[config.mk]
export PLATFORM = sky130hd
export DESIGN_NAME = cp_back
export DESIGN_NICKNAME = d
export VERILOG_FILES = /design/src/sv/cp_pkg.sv /design/src/sv/cp_back.sv
export SDC_FILE = /design/constraint.sdc
export NUM_CORES = 1
export LEC_CHECK = 0
export ABC_CLOCK_PERIOD_IN_PS = 2900
export BUFFER_PORTS_ARGS = -buffer_cell sky130_fd_sc_hd__buf_4
export CAP_MARGIN = 20
export CORE_MARGIN = 8
export CORE_UTILIZATION = 35
export CTS_CLUSTER_DIAMETER = 150
export DETAILED_ROUTE_END_ITERATION = 7
export PLACE_DENSITY = 0.69
export SYNTH_ARGS = -nofsm -noshare
export SYNTH_HDL_FRONTEND = slang
export SYNTH_SLANG_ARGS = --single-unit
[constraint.sdc]
create_clock -name clk -period 2.9 [get_ports clk]
set_input_delay 0.58 -clock clk [delete_from_list [all_inputs] [get_ports clk]]
set_output_delay 0.58 -clock clk [all_outputs]
set_load 0.02 [all_outputs]
[src/sv/cp_pkg.sv]
//------------------------------------------------------------------------------
// Cartesian-to-polar shared definitions
// Fixed-point constants, the arctangent table and the flag word that travels
// down the cell chain alongside the data.
//------------------------------------------------------------------------------
`timescale 1ns / 1ps

package cp_pkg;

  // fraction bits of the rotation datapath
  localparam int FRAC_BITS    = 24;
  // number of entries in the arctangent table
  localparam int ATAN_ENTRIES = 24;
  // angle accumulator width, units of pi/2^31
  localparam int Z_WIDTH      = 34;
  // width of the angle result, units of pi/2^15
  localparam int ANGLE_WIDTH  = 16;
  // accumulator bits dropped when forming the angle result
  localparam int ANGLE_SHIFT  = 16;

  localparam logic signed [Z_WIDTH-1:0] Z_QUARTER    = Z_WIDTH'(64'sh4000_0000);
  localparam logic signed [Z_WIDTH-1:0] Z_ROUND_HALF = Z_WIDTH'(64'sh0000_8000);

  typedef struct packed {
    logic y_zero;
    logic y_neg;
    logic x_neg;
  } cp_flags_t;

  // atan(2^-idx) in units of pi/2^31
  function automatic logic [31:0] atan_entry(input int idx);
    logic [31:0] val;
    case (idx)
      0:       val = 32'h2000_0000;
      1:       val = 32'h12E4_051E;
      2:       val = 32'h09FB_385B;
      3:       val = 32'h0511_11D4;
      4:       val = 32'h028B_0D43;
      5:       val = 32'h0145_D7E1;
      6:       val = 32'h00A2_F61E;
      7:       val = 32'h0051_7C55;
      8:       val = 32'h0028_BE53;
      9:       val = 32'h0014_5F2F;
      10:      val = 32'h000A_2F98;
      11:      val = 32'h0005_17CC;
      12:      val = 32'h0002_8BE6;
      13:      val = 32'h0001_45F3;
      14:      val = 32'h0000_A2FA;
      15:      val = 32'h0000_517D;
      16:      val = 32'h0000_28BE;
      17:      val = 32'h0000_145F;
      18:      val = 32'h0000_0A30;
      19:      val = 32'h0000_0518;
      20:      val = 32'h0000_028C;
      21:      val = 32'h0000_0146;
      22:      val = 32'h0000_00A3;
      23:      val = 32'h0000_0051;
      default: val = 32'h0000_0000;
    endcase
    return val;
  endfunction

endpackage

[src/sv/cp_back.sv]
//------------------------------------------------------------------------------
// Cartesian-to-polar back end
// Rounds the root and the angle, clamps the angle to its range and applies
// the axis and sign rules before the result word is presented.
//------------------------------------------------------------------------------
`timescale 1ns / 1ps

module cp_back #(
  parameter int DATA_WIDTH = 16
) (
  input  logic                                   clk,
  input  logic                                   rst,
  input  logic                                   valid_in,
  input  cp_pkg::cp_flags_t                      flags_in,
  input  logic signed [cp_pkg::Z_WIDTH-1:0]      z_in,
  input  logic        [2*DATA_WIDTH:0]           rem_in,
  input  logic        [2*DATA_WIDTH:0]           root_in,
  output logic                                   done,
  output logic        [DATA_WIDTH-1:0]           radius,
  output logic signed [cp_pkg::ANGLE_WIDTH-1:0]  angle
);
  import cp_pkg::*;

  localparam int SW = 2 * DATA_WIDTH + 1;
  localparam int AW = Z_WIDTH - ANGLE_SHIFT;

  localparam logic signed [AW-1:0] ANG_HI = AW'(2**(ANGLE_WIDTH-1) - 1);
  localparam logic signed [AW-1:0] ANG_LO = -AW'(2**(ANGLE_WIDTH-1));
  localparam logic signed [ANGLE_WIDTH-1:0] ANGLE_MAX = ANGLE_WIDTH'(ANG_HI);
  localparam logic signed [ANGLE_WIDTH-1:0] ANGLE_MIN = ANGLE_WIDTH'(ANG_LO);

  logic [SW-1:0]                root_rnd;
  logic signed [Z_WIDTH-1:0]    z_rnd;
  logic signed [AW-1:0]         ang_full;
  logic signed [ANGLE_WIDTH-1:0] angle_next;

  // round to nearest: step up when the remainder exceeds the root
  assign root_rnd = (rem_in > root_in) ? (root_in + 1'b1) : root_in;

  assign z_rnd    = z_in + Z_ROUND_HALF;
  assign ang_full = z_rnd[Z_WIDTH-1:ANGLE_SHIFT];

  always_comb begin
    if (ang_full > ANG_HI) begin
      angle_next = ANGLE_MAX;
    end else if (ang_full < ANG_LO) begin
      angle_next = ANGLE_MIN;
    end else begin
      angle_next = ang_full[ANGLE_WIDTH-1:0];
    end
    // keep the angle on the side of the axis that y is on
    if (!flags_in.y_neg && angle_next[ANGLE_WIDTH-1]) begin
      angle_next = '0;
    end
    if (flags_in.y_neg && !angle_next[ANGLE_WIDTH-1] && (angle_next != '0)) begin
      angle_next = '0;
    end
    if (flags_in.y_zero) begin
      angle_next = flags_in.x_neg ? ANGLE_MIN : '0;
    end
  end

  always_ff @(posedge clk) begin
    if (rst) begin
      done <= 1'b0;
    end else begin
      done <= valid_in;
    end
  end

  always_ff @(posedge clk) begin
    radius <= root_rnd[DATA_WIDTH-1:0];
    angle  <= angle_next;
  end

endmodule

==> results.toml <==
[run_status]
status = "finished, final reports clean"

[logic_synthesis]
ys_async_sr_fraction_pct = 0
yosysWarnings = 0
synth_area_sq_mm = 0.00274
seq_area_frac_synth_pct = 24.1
synth_edf_count = 0
synth_flop_cell = "dfxtp_1"
netlist_top_cells_area = "dfxtp_1, ha_1, xnor2_1"
synth_seq_cells = 33
synth_common_cells = "inv_1, ha_1, dfxtp_1, a21oi_1, xnor2_1"
syn_inst = 334
syn_avg_cell_area_sq_um = 8.21
synth_cell_types = 53
syn-num-nets = 475
synth_top_area_cell = "dfxtp_1"
yosysMostFrequentCell = "inv_1"
yosys.area.top_type_share_pct = 24.1

[clock_network]
post_cts_buffers = 0
cts_root_buf = "clkbuf_8"
cts_tree = "yes"
clk_pin_slew_ps = 60
cts_sinks = 33
postCtsResizedCells = 0
clockBufferDepth = 2
cts_hold_buffers = 0
h-tree-depth = 2
cts_inserted_buffers = 5

[timing]
fin_crit_sh_pct = 87.7
hold_ws_ps = 458
grt_setup_unrepaired = "false"
setup_slack_ps = 356
fin_tns_setup_ps = 0
finalSetupViolCount = 0
clock.fmax_ghz = 0.393
fin_crit_ps = 2540
drv_slew = 0
worst_slew_pin_slew_ps = 679
hold_viol = 0
slew_headroom_pct = 54.7

[grt]
track_usage_pct = 14.3
grt_max_degree = 17
grt_antenna_before_repair = 0
grt_overflow = 0
grt_pass1_vias = 2906
grt_pass1_wl_mm = 13.3

[route]
wire_per_inst_microns = 14.0
finalWirelength_mm = 7.85
via_per_inst = 4.97
drc_errors = 0
ant_nets = 0
drt-initial-drc-count = 58
dr.pass1.iters = 4
vias = 2792

[power]
irDropWorstVdd_mv = 0.120
power.total_uw = 1260
p_leak_uw = 0.00179
power.density_mw_per_mm2 = 327

[placement]
port_buffers = 123
gp_congestion = 0.824
place_ws_ps = 88.2
dp_hpwl_mm = 6.98

[die]
pin_count = 139
fp.dieArea_sq_mm = 0.0109
die_height_microns = 105
initial_utilization_pct = 35.9
die_x_microns = 105
core_sq_mm = 0.00765
rows = 32

[min_path]
hp-class = "primary input to flop"

[critical_path]
required_ps = 3090
slowest_stage = "nor4_1"
cp-end-kind = "flop"
critical_path.max_stage_delay_ps = 370
crit_fanout = 15
worstPathArrival_ps = 2740
startpoint_type = "primary input"
path_class = "primary input to flop"
path_cells = "buf_4 -> ha_1 -> nand2_1 -> nor3_2 -> nand3_1 -> xnor2_1 -> nor4_1 -> nand4_1 -> and4_4 -> nor3_1"

[finish]
n_fill_cell = 769
fin_util_pct = 50.3
drive_gt1_share_pct = 34.1
area_delta_synth_final_pct = 40.1
n_antenna_cell = 0
nets = 600

[flow_run]
drv_cap = 0
## kinds of logic after synthesis
group | count (synthesis) | synth area share [%]
fa+ha+maj | 35 | 16.0
compound gates | 56 | 12.8
simple gates | 132 | 29.4
xor+xnor | 30 | 9.58
flops | 33 | 24.1
buf+inv | 46 | 7.21
mux | 2 | 0.958
## critical path: cells and delay by family
kind,cells,cell delay [ps]
xor+xnor,1,180
fa+ha+maj,1,210
buf+inv,1,100
simple gates,7,1660
## per-layer routing
layer / GRT usage, % / wire length (microns) / vias up
met5: 0 / 0 / -
li1: - / - / 1441
met2: 24.5 / 3820 / 92
met1: 15.7 / 3210 / 1250
met4: 4.34 / 105 / 0
met3: 5.89 / 709 / 9
## cell type report
| type | count | area, sq um | share of cell area, % |
|---|---|---|---|
| inverter | 38 | 143 | 3.71 |
| sequential | 33 | 661 | 17.2 |
| tap | 102 | 128 | 3.32 |
| clock inverter | 2 | 10.0 | 0.260 |
| multi-input combinational | 255 | 1880 | 49.0 |
| clock buffer | 6 | 72.6 | 1.89 |
| timing repair buffer | 126 | 946 | 24.6 |
## final timing paths
path / from / endpoint / slack, ps / cells after the start
setup / recovery: z_in[15] / angle[5]$_SDFF_PP0_ / 360 / 10
hold / removal: rst / done$_SDFF_PP0_ / 460 / 2
## sequential cells by signal, indices dropped and copies added (netlist names)
name	flops
angle	16
radius	16
done	1
## where the power goes
part	internal [uW]	switching (uW)	leakage (uW)
logic	217	227	0.00147
registers	487	8.51	0.000276
clock network	166	151	0.0000450
total	870	386	0.00179
## per-stage QoR
stage | std cells | instance area (sq um)
after floorplan | 334 | 2740
after global placement | 554 | 3760
after detailed placement | 554 | 3760
after CTS | 562 | 3840
after global routing | 562 | 3840
final | 562 | 3840
## placed cells by master (no fill, tap or decap), types with 12 or more instances in the layout
master | synthesis | routed
buf_4 | 1 | 126
inv_1 | 38 | 38
ha_1 | 35 | 35
dfxtp_1 | 33 | 33
a21oi_1 | 25 | 25
xnor2_1 | 24 | 24
nand2_1 | 20 | 20
nor2_1 | 19 | 19
nand4_1 | 16 | 16
nand3_1 | 15 | 15
nor3_2 | 12 | 12
Power figures use the tool's default switching activity.
