===== config.mk =====
export PLATFORM = sky130hd
export DESIGN_NAME = cp_cell
export DESIGN_NICKNAME = d
export VERILOG_FILES = /design/src/sv/cp_pkg.sv /design/src/sv/cp_cell.sv
export SDC_FILE = /design/constraint.sdc
export NUM_CORES = 1
export LEC_CHECK = 0
export BUFFER_PORTS_ARGS = -buffer_cell sky130_fd_sc_hd__buf_2
export CORE_UTILIZATION = 45
export DETAILED_ROUTE_END_ITERATION = 8
export PLACE_DENSITY = 0.7
export SLEW_MARGIN = 20
export SYNTH_ARGS = -nofsm -noshare
export SYNTH_HDL_FRONTEND = slang
export SYNTH_SLANG_ARGS = --single-unit
export TNS_END_PERCENT = 100

===== constraint.sdc =====
create_clock -name clk -period 4.5 [get_ports clk]
set_input_delay 0.9 -clock clk [delete_from_list [all_inputs] [get_ports clk]]
set_output_delay 0.9 -clock clk [all_outputs]
set_load 0.005 [all_outputs]

===== src/sv/cp_pkg.sv =====
//------------------------------------------------------------------------------
// Cartesian-to-polar shared definitions
// Fixed-point constants, the arctangent table and the flag word that travels
// down the cell chain alongside the data.
//------------------------------------------------------------------------------
`timescale 1ns / 1ps

package cp_pkg;

  // fraction bits of the rotation datapath
  localparam int FRAC_BITS    = 24;
  // number of entries in the arctangent table
  localparam int ATAN_ENTRIES = 24;
  // angle accumulator width, units of pi/2^31
  localparam int Z_WIDTH      = 34;
  // width of the angle result, units of pi/2^15
  localparam int ANGLE_WIDTH  = 16;
  // accumulator bits dropped when forming the angle result
  localparam int ANGLE_SHIFT  = 16;

  localparam logic signed [Z_WIDTH-1:0] Z_QUARTER    = Z_WIDTH'(64'sh4000_0000);
  localparam logic signed [Z_WIDTH-1:0] Z_ROUND_HALF = Z_WIDTH'(64'sh0000_8000);

  typedef struct packed {
    logic y_zero;
    logic y_neg;
    logic x_neg;
  } cp_flags_t;

  // atan(2^-idx) in units of pi/2^31
  function automatic logic [31:0] atan_entry(input int idx);
    logic [31:0] val;
    case (idx)
      0:       val = 32'h2000_0000;
      1:       val = 32'h12E4_051E;
      2:       val = 32'h09FB_385B;
      3:       val = 32'h0511_11D4;
      4:       val = 32'h028B_0D43;
      5:       val = 32'h0145_D7E1;
      6:       val = 32'h00A2_F61E;
      7:       val = 32'h0051_7C55;
      8:       val = 32'h0028_BE53;
      9:       val = 32'h0014_5F2F;
      10:      val = 32'h000A_2F98;
      11:      val = 32'h0005_17CC;
      12:      val = 32'h0002_8BE6;
      13:      val = 32'h0001_45F3;
      14:      val = 32'h0000_A2FA;
      15:      val = 32'h0000_517D;
      16:      val = 32'h0000_28BE;
      17:      val = 32'h0000_145F;
      18:      val = 32'h0000_0A30;
      19:      val = 32'h0000_0518;
      20:      val = 32'h0000_028C;
      21:      val = 32'h0000_0146;
      22:      val = 32'h0000_00A3;
      23:      val = 32'h0000_0051;
      default: val = 32'h0000_0000;
    endcase
    return val;
  endfunction

endpackage


===== src/sv/cp_cell.sv =====
//------------------------------------------------------------------------------
// Cartesian-to-polar chain cell
// One vectoring micro-rotation and one bit of the square root per cell; a
// cell past the end of either iteration passes that part through unchanged.
//------------------------------------------------------------------------------
`timescale 1ns / 1ps

module cp_cell #(
  parameter int DATA_WIDTH = 16,
  parameter int ITERATIONS = 16,
  parameter int STAGE      = 0
) (
  input  logic                                            clk,
  input  logic                                            rst,
  input  logic                                            valid_in,
  input  cp_pkg::cp_flags_t                               flags_in,
  input  logic signed [DATA_WIDTH+cp_pkg::FRAC_BITS+2:0]  cx_in,
  input  logic signed [DATA_WIDTH+cp_pkg::FRAC_BITS+2:0]  cy_in,
  input  logic signed [cp_pkg::Z_WIDTH-1:0]               z_in,
  input  logic        [2*DATA_WIDTH:0]                    rem_in,
  input  logic        [2*DATA_WIDTH:0]                    root_in,
  output logic                                            valid_out,
  output cp_pkg::cp_flags_t                               flags_out,
  output logic signed [DATA_WIDTH+cp_pkg::FRAC_BITS+2:0]  cx_out,
  output logic signed [DATA_WIDTH+cp_pkg::FRAC_BITS+2:0]  cy_out,
  output logic signed [cp_pkg::Z_WIDTH-1:0]               z_out,
  output logic        [2*DATA_WIDTH:0]                    rem_out,
  output logic        [2*DATA_WIDTH:0]                    root_out
);
  import cp_pkg::*;

  localparam int CW = DATA_WIDTH + FRAC_BITS + 3;
  localparam int SW = 2 * DATA_WIDTH + 1;

  logic signed [CW-1:0]      cx_next;
  logic signed [CW-1:0]      cy_next;
  logic signed [Z_WIDTH-1:0] z_next;
  logic [SW-1:0]             rem_next;
  logic [SW-1:0]             root_next;

  if (STAGE < ITERATIONS && STAGE < ATAN_ENTRIES) begin : g_rot
    localparam logic signed [Z_WIDTH-1:0] ATAN = Z_WIDTH'(atan_entry(STAGE));
    logic signed [CW-1:0] dx;
    logic signed [CW-1:0] dy;
    logic                 rot_up;

    assign dx     = cy_in >>> STAGE;
    assign dy     = cx_in >>> STAGE;
    // rotate clockwise only while y is strictly positive
    assign rot_up = !cy_in[CW-1] && (cy_in != '0);

    assign cx_next = rot_up ? (cx_in + dx) : (cx_in - dx);
    assign cy_next = rot_up ? (cy_in - dy) : (cy_in + dy);
    assign z_next  = rot_up ? (z_in + ATAN) : (z_in - ATAN);
  end else begin : g_rot_pass
    assign cx_next = cx_in;
    assign cy_next = cy_in;
    assign z_next  = z_in;
  end

  if (STAGE < DATA_WIDTH) begin : g_root
    localparam int            SHIFT = 2 * (DATA_WIDTH - 1 - STAGE);
    localparam logic [SW-1:0] BIT   = SW'(1) << SHIFT;
    logic [SW-1:0] trial;

    assign trial = root_in + BIT;

    always_comb begin
      if (rem_in >= trial) begin
        rem_next  = rem_in - trial;
        root_next = (root_in >> 1) + BIT;
      end else begin
        rem_next  = rem_in;
        root_next = root_in >> 1;
      end
    end
  end else begin : g_root_pass
    assign rem_next  = rem_in;
    assign root_next = root_in;
  end

  always_ff @(posedge clk) begin
    if (rst) begin
      valid_out <= 1'b0;
    end else begin
      valid_out <= valid_in;
    end
  end

  always_ff @(posedge clk) begin
    flags_out <= flags_in;
    cx_out    <= cx_next;
    cy_out    <= cy_next;
    z_out     <= z_next;
    rem_out   <= rem_next;
    root_out  <= root_next;
  end

endmodule


==> metrics.md <==
| Metric | Value |
|---|---|
| Period minus WS final | 3800 ps |
| Post-Route WL | 53.4 mm |
| Iter 0 DRT Violations | 1236 |
| Worst-path clk slew | 80 ps |
| Final period utilization | 84.5% |
| Die Span X | 181 µm |
| Pre-Repair DR Iteration Count | 6 |
| Syn Inst Count | 1792 |
| #FFs+latches synth | 189 |
| Core area | 31600 µm² |
| Syn Area/Cell | 8.07 µm² |
| Number of remaining DRC errors | 0 |
| FF/Latch Area | 3780 µm² |
| Post-DP Area | 16900 µm² |
| Gr ovfl total | 0 |
| EDFF count, synth | 0 |
| Power Density | 336 nW/µm² |
| Via count | 14900 |
| Max-Cap Viols | 0 |
| Hold Path Cell Cnt | 1 |
| Maximum VDD drop | 288 µV |
| Clk buf depth | 2 |
| Yosys Warn Count | 0 |
| Port Buffers | 381 |
| Number of routed nets with antenna violations | 0 |
| Status | finished, final reports clean |
| Synth cell types | 89 |
| Footprint of the multi-input gates | 9690 µm² |
| Antenna violations before repair | 3 |
| Cts repair resizes | 0 |
| Pin count of the biggest net entering global routing | 98 |
| Post-DP HPWL | 43.4 mm |
| Main synth FF type | dfxtp_1 |
| First-pass GRT wire length | 81.1 mm |
| WL/cell | 20.7 µm |
| Post CTS Setup Buffer Count | 0 |
| Vias per cell | 5.79 |
| DIE HEIGHT | 181 µm |
| Die area | 32900 µm² |
| Vias in the first global route | 14300 |
| Post-Synthesis Cell Area | 14500 µm² |
| Clk sinks | 189 |
| Setup violations, final | 0 |
| Layout cell share with drive strength beyond 1 | 22.4% |
| Placed cells | 2544 |
| Fmax | 263 MHz |
| CP required | 4840 ps |
| Tot GR Track Use | 31.8% |
| WS Path Type | in -> reg |
| CTS tree | built |
| Critical Path Fanout Max | 14 |
| CP endpoint kind | flip-flop |
| Slew @ Worst Pin | 873 ps |
| CTS H-tree depth | 4 |
| RSZ-0062 raised after global routing | no |
| Max-slew violation count | 0 |
| Post-route cell area | 17600 µm² |
| FFs w/ async S/R, synth | 0% |
| Hold buffers post-CTS | 0 |
| Syn nets | 2168 |
| Data arrival, critical path | 4140 ps |
| CTS root buffer | clkbuf_16 |
| Fill cells | 3058 |
| Non-Filler Instances | 2577 |
| Final Hold Fails | 0 |
| Total CTS buffers | 17 |
| Initial Utilization | 45.7% |
| Routability Congestion | 1.02 |
| Final setup TNS | 0 ps |
| Static leakage | 8.48 nW |
| Final net count | 2537 |
| Critical path startpoint category | input port |
| Worst hold path class | in -> reg |
| Slew HR | 41.8% |
| Synthesis-to-layout area growth | 21.3% |
| Post-synthesis sequential area ratio | 26.1% |
| Site row count | 65 |
| I/O pins | 382 |
metal layers:
layer | wire, µm | GRT usage (%)
met3 | 3790 | 5.32
met2 | 24900 | 53.2
met5 | 21 | 0
met4 | 2130 | 13.6
met1 | 22500 | 40.3
layout by cell type (no fill, tap or decap), types with 44 or more instances in the layout:
cell type	instances
dfxtp_1	189
nand2_1	86
inv_1	173
nor2_1	140
ha_1	179
buf_2	381
a21oi_1	199
o21ai_0	90
xnor2_1	96
o21bai_1	44
metrics by stage:
| step | hold slack, ps | total power [mW] | util (%) | setup slack, ps |
|---|---|---|---|---|
| after floorplan | 928 | 3.31 | - | 1010 |
| after global placement | 1000 | 4.20 | 53.4 | 332 |
| after detailed placement | 1000 | 4.20 | 53.4 | 423 |
| after CTS | 518 | 5.90 | 55.5 | 882 |
| after global routing | 519 | 6.19 | 55.5 | 428 |
| final | 540 | 5.89 | 55.5 | 697 |
power by group:
group | internal (mW) | total [mW] | leakage [nW] | switching (mW)
registers | 1.96 | 2.04 | 1.59 | 0.0806
clock network | 0.908 | 1.69 | 0.313 | 0.778
logic | 0.886 | 2.16 | 6.57 | 1.28
total | 3.76 | 5.89 | 8.48 | 2.13
final cells by class:
cell class                 instances  share of cell area, %
inverter                         182                   3.89
sequential                       189                   21.6
tap                              402                   2.87
multi-input combinational       1347                   55.2
antenna                            1                 0.0143
clock buffer                      17                   2.42
timing repair buffer             424                   12.8
clock inverter                    15                   1.28
synth_stat cells, types with 35 or more instances:
| master | number | share of area [%] |
|---|---|---|
| a21o_1 | 42 | 2.2 |
| a21oi_1 | 199 | 6.9 |
| clkbuf_1 | 48 | 1.2 |
| dfxtp_1 | 189 | 26 |
| ha_1 | 179 | 15 |
| inv_1 | 173 | 4.5 |
| nand2_1 | 86 | 2.2 |
| nand4_1 | 35 | 1.5 |
| nor2_1 | 141 | 3.7 |
| nor3_1 | 37 | 1.3 |
| o21ai_0 | 90 | 3.1 |
| o21bai_1 | 44 | 2.3 |
| xnor2_1 | 96 | 5.8 |
worst max-delay path, cell delays in order:
cell,delay (ps)
buf_2,100
inv_1,40
ha_1,500
nor4_1,590
and3_1,280
a211oi_1,190
nor3_1,580
o211ai_1,220
a2111oi_0,480
nor3_1,120
xnor2_1,140
registers in the layout, indices dropped and copies added (netlist names):
register / flops
cy_out: 43
cx_out: 42
z_out: 34
rem_out: 33
root_out: 33
flags_out: 3
valid_out: 1
final timing paths:
check | end | start | slack, ps
min | z_out[22]$_DFF_P_ | z_in[22] | 540
max | cy_out[40]$_DFF_P_ | cx_in[11] | 700
kinds of logic after synthesis:
group           count (synthesis)  synth area share [%]
compound gates                578                  26.2
xor+xnor                      114                  6.90
fa+ha+maj                     184                  16.2
buf+inv                       256                  6.94
flops                         189                  26.1
mux                            50                  3.74
simple gates                  421                  13.9
Note: power is estimated with default switching activity, not from simulation.
