File: src/sv/cp_pkg.sv
//------------------------------------------------------------------------------
// Cartesian-to-polar shared definitions
// Fixed-point constants, the arctangent table and the flag word that travels
// down the cell chain alongside the data.
//------------------------------------------------------------------------------
`timescale 1ns / 1ps

package cp_pkg;

  // fraction bits of the rotation datapath
  localparam int FRAC_BITS    = 24;
  // number of entries in the arctangent table
  localparam int ATAN_ENTRIES = 24;
  // angle accumulator width, units of pi/2^31
  localparam int Z_WIDTH      = 34;
  // width of the angle result, units of pi/2^15
  localparam int ANGLE_WIDTH  = 16;
  // accumulator bits dropped when forming the angle result
  localparam int ANGLE_SHIFT  = 16;

  localparam logic signed [Z_WIDTH-1:0] Z_QUARTER    = Z_WIDTH'(64'sh4000_0000);
  localparam logic signed [Z_WIDTH-1:0] Z_ROUND_HALF = Z_WIDTH'(64'sh0000_8000);

  typedef struct packed {
    logic y_zero;
    logic y_neg;
    logic x_neg;
  } cp_flags_t;

  // atan(2^-idx) in units of pi/2^31
  function automatic logic [31:0] atan_entry(input int idx);
    logic [31:0] val;
    case (idx)
      0:       val = 32'h2000_0000;
      1:       val = 32'h12E4_051E;
      2:       val = 32'h09FB_385B;
      3:       val = 32'h0511_11D4;
      4:       val = 32'h028B_0D43;
      5:       val = 32'h0145_D7E1;
      6:       val = 32'h00A2_F61E;
      7:       val = 32'h0051_7C55;
      8:       val = 32'h0028_BE53;
      9:       val = 32'h0014_5F2F;
      10:      val = 32'h000A_2F98;
      11:      val = 32'h0005_17CC;
      12:      val = 32'h0002_8BE6;
      13:      val = 32'h0001_45F3;
      14:      val = 32'h0000_A2FA;
      15:      val = 32'h0000_517D;
      16:      val = 32'h0000_28BE;
      17:      val = 32'h0000_145F;
      18:      val = 32'h0000_0A30;
      19:      val = 32'h0000_0518;
      20:      val = 32'h0000_028C;
      21:      val = 32'h0000_0146;
      22:      val = 32'h0000_00A3;
      23:      val = 32'h0000_0051;
      default: val = 32'h0000_0000;
    endcase
    return val;
  endfunction

endpackage

File: src/sv/cp_front.sv
//------------------------------------------------------------------------------
// Cartesian-to-polar front end
// Squares the coordinate magnitudes and sums them for the root chain, and
// pre-rotates the point into the right half plane for the angle chain.
//------------------------------------------------------------------------------
`timescale 1ns / 1ps

module cp_front #(
  parameter int DATA_WIDTH = 16
) (
  input  logic                                            clk,
  input  logic                                            rst,
  input  logic                                            load,
  input  logic signed [DATA_WIDTH-1:0]                    x_coord,
  input  logic signed [DATA_WIDTH-1:0]                    y_coord,
  output logic                                            valid_out,
  output cp_pkg::cp_flags_t                               flags_out,
  output logic signed [DATA_WIDTH+cp_pkg::FRAC_BITS+2:0]  cx_out,
  output logic signed [DATA_WIDTH+cp_pkg::FRAC_BITS+2:0]  cy_out,
  output logic signed [cp_pkg::Z_WIDTH-1:0]               z_out,
  output logic        [2*DATA_WIDTH:0]                    rem_out
);
  import cp_pkg::*;

  localparam int CW = DATA_WIDTH + FRAC_BITS + 3;
  localparam int SW = 2 * DATA_WIDTH + 1;
  localparam int PW = 2 * DATA_WIDTH;

  logic [DATA_WIDTH-1:0]        ax;
  logic [DATA_WIDTH-1:0]        ay;
  logic signed [CW-1:0]         x_ext;
  logic signed [CW-1:0]         y_ext;
  logic signed [CW-1:0]         cx_next;
  logic signed [CW-1:0]         cy_next;
  logic signed [Z_WIDTH-1:0]    z_next;
  cp_flags_t                    flags_next;

  logic                         valid1;
  cp_flags_t                    flags1;
  logic [PW-1:0]                sq_x;
  logic [PW-1:0]                sq_y;
  logic signed [CW-1:0]         cx1;
  logic signed [CW-1:0]         cy1;
  logic signed [Z_WIDTH-1:0]    z1;

  assign ax = x_coord[DATA_WIDTH-1] ? (~x_coord + 1'b1) : x_coord;
  assign ay = y_coord[DATA_WIDTH-1] ? (~y_coord + 1'b1) : y_coord;

  assign x_ext = {{(CW-DATA_WIDTH-FRAC_BITS){x_coord[DATA_WIDTH-1]}}, x_coord,
                  {FRAC_BITS{1'b0}}};
  assign y_ext = {{(CW-DATA_WIDTH-FRAC_BITS){y_coord[DATA_WIDTH-1]}}, y_coord,
                  {FRAC_BITS{1'b0}}};

  assign flags_next.y_zero = (y_coord == '0);
  assign flags_next.y_neg  = y_coord[DATA_WIDTH-1];
  assign flags_next.x_neg  = x_coord[DATA_WIDTH-1];

  // quarter turn into the right half plane
  always_comb begin
    cx_next = x_ext;
    cy_next = y_ext;
    z_next  = '0;
    if (x_coord[DATA_WIDTH-1]) begin
      if (!y_coord[DATA_WIDTH-1] && (y_coord != '0)) begin
        cx_next = y_ext;
        cy_next = -x_ext;
        z_next  = Z_QUARTER;
      end else begin
        cx_next = -y_ext;
        cy_next = x_ext;
        z_next  = -Z_QUARTER;
      end
    end
  end

  always_ff @(posedge clk) begin
    if (rst) begin
      valid1    <= 1'b0;
      valid_out <= 1'b0;
    end else begin
      valid1    <= load;
      valid_out <= valid1;
    end
  end

  always_ff @(posedge clk) begin
    flags1    <= flags_next;
    sq_x      <= PW'(ax) * PW'(ax);
    sq_y      <= PW'(ay) * PW'(ay);
    cx1       <= cx_next;
    cy1       <= cy_next;
    z1        <= z_next;
    flags_out <= flags1;
    rem_out   <= SW'(sq_x) + SW'(sq_y);
    cx_out    <= cx1;
    cy_out    <= cy1;
    z_out     <= z1;
  end

endmodule

File: config.mk
export PLATFORM = sky130hd
export DESIGN_NAME = cp_front
export DESIGN_NICKNAME = d
export VERILOG_FILES = /design/src/sv/cp_pkg.sv /design/src/sv/cp_front.sv
export SDC_FILE = /design/constraint.sdc
export NUM_CORES = 1
export LEC_CHECK = 0
export ABC_AREA = 1
export CORE_MARGIN = 5
export CORE_UTILIZATION = 45
export DETAILED_ROUTE_END_ITERATION = 10
export DONT_BUFFER_PORTS = 1
export PLACE_DENSITY_LB_ADDON = 0.2
export SLEW_MARGIN = 20
export SYNTH_ARGS = -nofsm -noshare
export SYNTH_HDL_FRONTEND = slang
export SYNTH_SLANG_ARGS = --single-unit
File: constraint.sdc
create_clock -name clk -period 6.4 [get_ports clk]
set_input_delay 0.32 -clock clk [delete_from_list [all_inputs] [get_ports clk]]
set_output_delay 0.32 -clock clk [all_outputs]
set_load 0.02 [all_outputs]
==> results.md, run 1 <==
- Post-route antenna net violation count: 0
- Hold Vio Cnt, Final: 0
- CP Capture Type: register
- Multi-input logic area: 16110 um^2
- Slew HR: 47.30%
- Predominant post-synthesis flop cell: dfxtp_1
- CTS tree: built
- CORE AREA: 50070 um^2
- Final min period: 6.116 ns
- Drt wl/cell: 16.66 um
- Clock Sinks: 183
- Flops & latches, synth: 183
- Setup violators final: 0
- First-pass GRT wire length: 102900 um
- Final nets: 3652
- Vias in the first global route: 19540
- Worst hold path stage count: 2
- Slew at the pin closest to its max-slew limit: 0.7822 ns
- Setup CP Type: in2reg
- Root Driver: clkbuf_16
- Total CTS buffers: 17
- Total GRT Usage: 23.15%
- Register area share after synthesis: 16.08%
- Final Cycle Share: 95.56%
- Ys async rst share: 0%
- Critical path's top delay family: adder cells
- Via density: 4.845
- DRT iter0 DRCs: 1038
- Die height: 235.0 um
- CP Buf/Inv Count: 8
- Final slew viol count: 0
- Pin count of the biggest net entering global routing: 31
- Worst skew pair latency: 0.49 ns
- Hpwl dp: 54190 um
- Setup WS pre-CTS: -0.3198 ns
- Warnings from Yosys: 0
- Crit. path cell count: 28
- Initial antenna violation count: 0
- Reg2Reg Depth: 12
- Fillers: 4949
- Area Growth Syn to Fin: 12.68%
- Grt ovf: 0
- Post-synthesis cell area: 22780 um^2
- Clk slew on worst S/H paths: 0.08 ns
- Slowest cell delay on critical path: 0.55 ns
- Die Span X: 235.0 um
- Count of buffers from port buffering: 0
- DRC violations left: 0
- Sequential Area: 3664 um^2
- Max-Cap Viols: 0
- Slowest cell on the critical path: fa_1
- Finished Core Util: 51.27%
- Worst Setup Start Kind: input pin
- H-tree levels: 4
- PnR worst setup slack: 0.2844 ns
- Mapped Cells: 2840
- Fraction of layout cells with a size suffix above 1: 10.81%
- Starting density of the core: 45.50%
- Max Buffers Root-to-Sink: 2
- Ant diodes: 0
- Avg Synthesized Cell Area: 8.021 um^2
- Crit path required time: 6.78 ns
- Fmax: 163.5 MHz
- Routed WL: 62360 um
- DRT Pass-1 Iters: 5
- GPL Wtd Cong: 0.9276
- Skew final: 0.009848 ns
- Unique cell type count in the Yosys netlist: 47
- Area of placed instances: 24700 um^2
- Fin area: 25670 um^2
- Die ar.: 55220 um^2
- Number of flops mapped to enable cells by yosys: 0
- I/O Pins: 192
- Via count: 18140
- Crit-path max FO: 4
- Outcome: completed
- Worst Path Arrival: 6.50 ns
- Row count: 82
- HP Class: in2reg
==> Yosys cell counts, types with 6 or more instances <==
library cell,n,area [um^2]
buf_2,18,90.09
o21ai_1,8,40.04
dfxtp_1,183,3664
o21ai_0,66,330.3
xor2_1,71,621.9
clkbuf_1,10,37.54
buf_4,85,638.1
a21o_1,10,75.07
ha_1,228,2853
nand3b_1,6,45.04
nor2_1,256,960.9
nor2_4,10,112.6
o21ai_2,8,70.07
nor2_2,16,100.1
nand2_1,527,1978
nor3_1,26,130.1
o21bai_1,19,142.6
a21oi_1,116,580.6
nand4_1,20,125.1
o211ai_1,7,52.55
fa_1,331,6626
nand3_1,90,450.4
xnor2_1,16,140.1
inv_2,23,86.33
inv_1,644,2417
==> metal layers <==
layer  wire, um  share of wire (%)  track usage [%]  vias up
met1      27840                 45            30.81     8728
met2      29430                 47            39.04      515
li1           -                  -                -     8836
met5          0                  0                0        -
met3       4021                6.4            5.253       57
met4       1068                1.7            4.760        0
==> cell type report <==
class | count | share of cell area [%]
multi-input cells | 1945 | 62.76
flip-flops and latches | 183 | 14.27
inverters | 672 | 9.875
repair buffers | 239 | 7.438
well taps | 672 | 3.275
clock buffers | 17 | 1.657
clock inverters | 15 | 0.7214
==> what timing repair did <==
item / CTS / global route
setup endpoints to repair: 0 / 20
setup buffers: 0 / 0
endpoints found under the hold margin: 33 / 0
gates resized for setup: 0 / 14
hold buffers: 30 / 0
==> worst register-to-register path, stage by stage (launching register included) <==
cell and delay, ns:
dfxtp_1 0.41, ha_1 0.21, inv_1 0.06, fa_1 0.39, o21ai_0 0.45, nand2_1 0.10, nand2_1 0.15, nand2_1 0.07
nand2_1 0.14, nand3_1 0.14, nand3_1 0.12, nand2_1 0.07, nand2_1 0.05
==> logic make-up after synthesis <==
kind of cell             after synthesis  share of synthesized area (%)
AO/OA/AOI/OAI                        249                          6.256
XOR/XNOR                              87                          3.345
adder cells (fa/ha/maj)              559                          41.61
buffers and inverters                791                          14.75
flip-flops                           183                          16.08
other                                  1                        0.01646
AND/OR/NAND/NOR                      970                          17.94
==> state kept, by name (all words and copies together) (netlist names) <==
signal,count
rem_out,33
sq_x,31
sq_y,31
cx1,19
cx_out,19
cy1,19
cy_out,19
flags1,3
flags_out,3
z1,2
z_out,2
valid1,1
valid_out,1
==> final timing paths <==
check	end	slack (ns)	from
max	sq_x[23]$_DFF_P_	0.28	x_coord[1]
min	cx1[39]$_SDFF_PN0_	0.03	y_coord[15]
max reg2reg	rem_out[28]$_DFF_P_	4.00	sq_x[2]$_DFF_P_
min reg2reg	cy_out[41]$_DFF_P_	0.32	cy1[41]$_DFF_P_
==> stage by stage <==
stage / TNS [ns] / hold WS [ns] / instances
2_1_floorplan: 0 / 0.3096 / 2919
3_3_place_gp: -1.409 / 0.3115 / 3681
3_5_place_dp: -3.844 / 0.3121 / 3681
4_1_cts: 0 / 0.00006328 / 3743
5_1_grt: -0.01266 / 0.004925 / 3743
6_report: 0 / 0.03025 / 3743
==> cells in the final DEF (no fill, tap or decap), types with 16 or more instances in the layout <==
cell and count:
dlygate4sd3_1 29, xnor2_1 16, o21bai_1 19, nand4_1 20
nor2_2 19, a21oi_1 114, o21ai_0 65, conb_1 80
buf_4 206, nand2_1 525, clkbuf_16 17, inv_1 644
fa_1 331, nor2_1 253, nand3_1 90, ha_1 228
xor2_1 69, dfxtp_1 183, inv_2 23, nor3_1 23
Power of run 1 is left out: the tool's default activity adds up to more than one toggle a clock period on the data nets, which glitch-free logic cannot reach.
==> inputs of run 2 (changes only) <==
MAX_ROUTING_LAYER = met4   (was not set)
==> results.md, run 2 (synthesis gave the netlist of run 1 again) <==
- Worst Path Arrival: 6.48 ns (-0.02 ns)
- GPL Wtd Cong: 0.9675 (+4.3%)
- DRC violations left: 0 (unchanged)
- Slowest cell delay on critical path: 0.55 ns (about the same)
- Setup violators final: 0 (unchanged)
- Die height: 235.0 um (unchanged)
- Most common cell after layout, fill and taps aside: inv_1
- Worst Setup Start Kind: input pin
- Slowest cell on the critical path: fa_1
- Fmax: 163.5 MHz (about the same)
- Slew HR: 46.99% (-0.31 points)
- Flop2flop setup slack: 4.00 ns (about the same)
- Die ar.: 55220 um^2 (unchanged)
- Post-route antenna net violation count: 0 (unchanged)
- CORE AREA: 50070 um^2 (unchanged)
- Worst skew pair latency: 0.50 ns (about the same)
- First-pass GRT wire length: 103000 um (about the same)
- HP Class: in2reg
- RSZ-0062 raised after global routing: yes
- Most frequent cells in the layout: inv_1, nand2_1, fa_1
- CP Buf/Inv Count: 7 (-1)
- Fin area: 25710 um^2 (+0.16%)
- Largest regs: rem_out: 33 flops, sq_x: 31 flops, sq_y: 31 flops
- Max-Cap Viols: 0 (unchanged)
- Hold Vio Cnt, Final: 0 (unchanged)
- Drt wl/cell: 16.78 um (+0.74%)
- Clk slew on worst S/H paths: 0.08 ns (about the same)
- Row count: 82 (unchanged)
- Final Cycle Share: 95.57% (about the same)
- CP Capture Type: register
- Setup CP Type: in2reg
- Max reg flops: 33 (unchanged)
- Grt ovf: 0 (unchanged)
- Area of placed instances: 24780 um^2 (+0.30%)
- Fraction of layout cells with a size suffix above 1: 11.13% (+0.32 points)
- Skew final: 0.02278 ns (+0.01293 ns)
- Root Driver: clkbuf_16
- Worst hold path stage count: 2 (unchanged)
- I/O Pins: 192 (unchanged)
- Finished Layout Cells: 3754 (+0.29%)
- Via count: 18250 (+0.62%)
- Crit. path cell count: 28 (unchanged)
- Ant diodes: 0 (unchanged)
- Pin count of the biggest net entering global routing: 29 (-6.5%)
- Starting density of the core: 45.50% (unchanged)
- Vias in the first global route: 19500 (-0.19%)
- Max Buffers Root-to-Sink: 2 (unchanged)
- Slew at the pin closest to its max-slew limit: 0.7868 ns (+0.004618 ns)
- Total GRT Usage: 24.05% (+0.89 points)
- Critical path's top delay family: adder cells
- Outcome: completed
- H-tree levels: 4 (unchanged)
- Area Growth Syn to Fin: 12.86%
- Cells after DPL: 3691 (+0.27%)
- Via density: 4.861 (+0.32%)
- Clock Sinks: 183 (unchanged)
- Initial antenna violation count: 0 (unchanged)
- Die Span X: 235.0 um (unchanged)
- Count of buffers from port buffering: 0 (unchanged)
- Crit-path max FO: 6 (+2)
- DRT iter0 DRCs: 1063 (+2.4%)
- Final nets: 3663 (+0.30%)
- Hpwl dp: 54620 um (+0.78%)
- CP most frequent cell: fa_1
- Reg2Reg Depth: 12 (unchanged)
- Routed WL: 63000 um (+1.0%)
- Crit path required time: 6.77 ns (about the same)
- DRT Pass-1 Iters: 5 (unchanged)
- Final slew viol count: 0 (unchanged)
- Total CTS buffers: 17 (unchanged)
- Setup tns final: 0 ns (unchanged)
- Final min period: 6.117 ns (+0.001176 ns)
- CTS tree: built
- Biggest register: rem_out
==> run 2: changes by cell type in the layout (fill, tap and decap cells not counted), sizes merged <==
cell         change
buf             +12
clkinv           +1
dlygate4sd3      -1
bufinv           -1
==> run 2: area by class of cell <==
| cell class | count | area (um^2) |
|---|---|---|
| multi-input combinational | 1945 | 16100 |
| sequential | 183 | 3664 |
| clock inverter | 15 | 156.4 |
| inverter | 672 | 2535 |
| fill | 4972 | 24360 |
| timing repair buffer | 250 | 1989 |
| clock buffer | 17 | 425.4 |
| tap | 672 | 840.8 |
==> run 2: repair_timing <==
action	CTS	global route
hold buffers	29	0
gates resized for setup	0	14
setup buffers	0	2
endpoints found under the hold margin	34	0
endpoints found under the setup margin	0	19
==> run 2: path summary, 6_finish.rpt <==
path	startpoint	to
worst min register to register	cx1[38]$_DFF_P_	cx_out[38]$_DFF_P_
worst max-delay path	x_coord[0]	sq_x[25]$_DFF_P_
worst max register to register	sq_x[2]$_DFF_P_	rem_out[28]$_DFF_P_
worst min-delay path	x_coord[5]	cx1[29]$_DFF_P_
==> run 2: metrics by stage <==
stage               hold WS [ns]  setup slack [ns]  utilization, %
floorplan                 0.3096           0.01417               -
global route             0.01376          -0.05847           51.35
global placement          0.3099           -0.2848           49.49
detailed placement        0.3135           -0.2839           49.49
CTS                     0.002641           0.06296           51.23
finish                   0.03728            0.2832           51.35
==> run 2: worst reg2reg max path, delay by kind of cell, from the launching register on <==
| kind | cells | cell delay, ns |
|---|---|---|
| and+or+nand+nor | 8 | 0.86 |
| adders and majority gates | 2 | 0.60 |
| DFF | 1 | 0.41 |
| AOI/OAI and AO/OA | 1 | 0.41 |
| buffers and inverters | 1 | 0.06 |
==> run 2: routing by layer <==
metal	vias up	share of wire (%)	GRT usage, %
met5	-	0	-
met1	8766	45	31.17
met2	541	46	38.14
met3	98	6.5	4.948
li1	8843	-	-
met4	0	3.0	7.609
Power of run 2 is left out for the same reason.
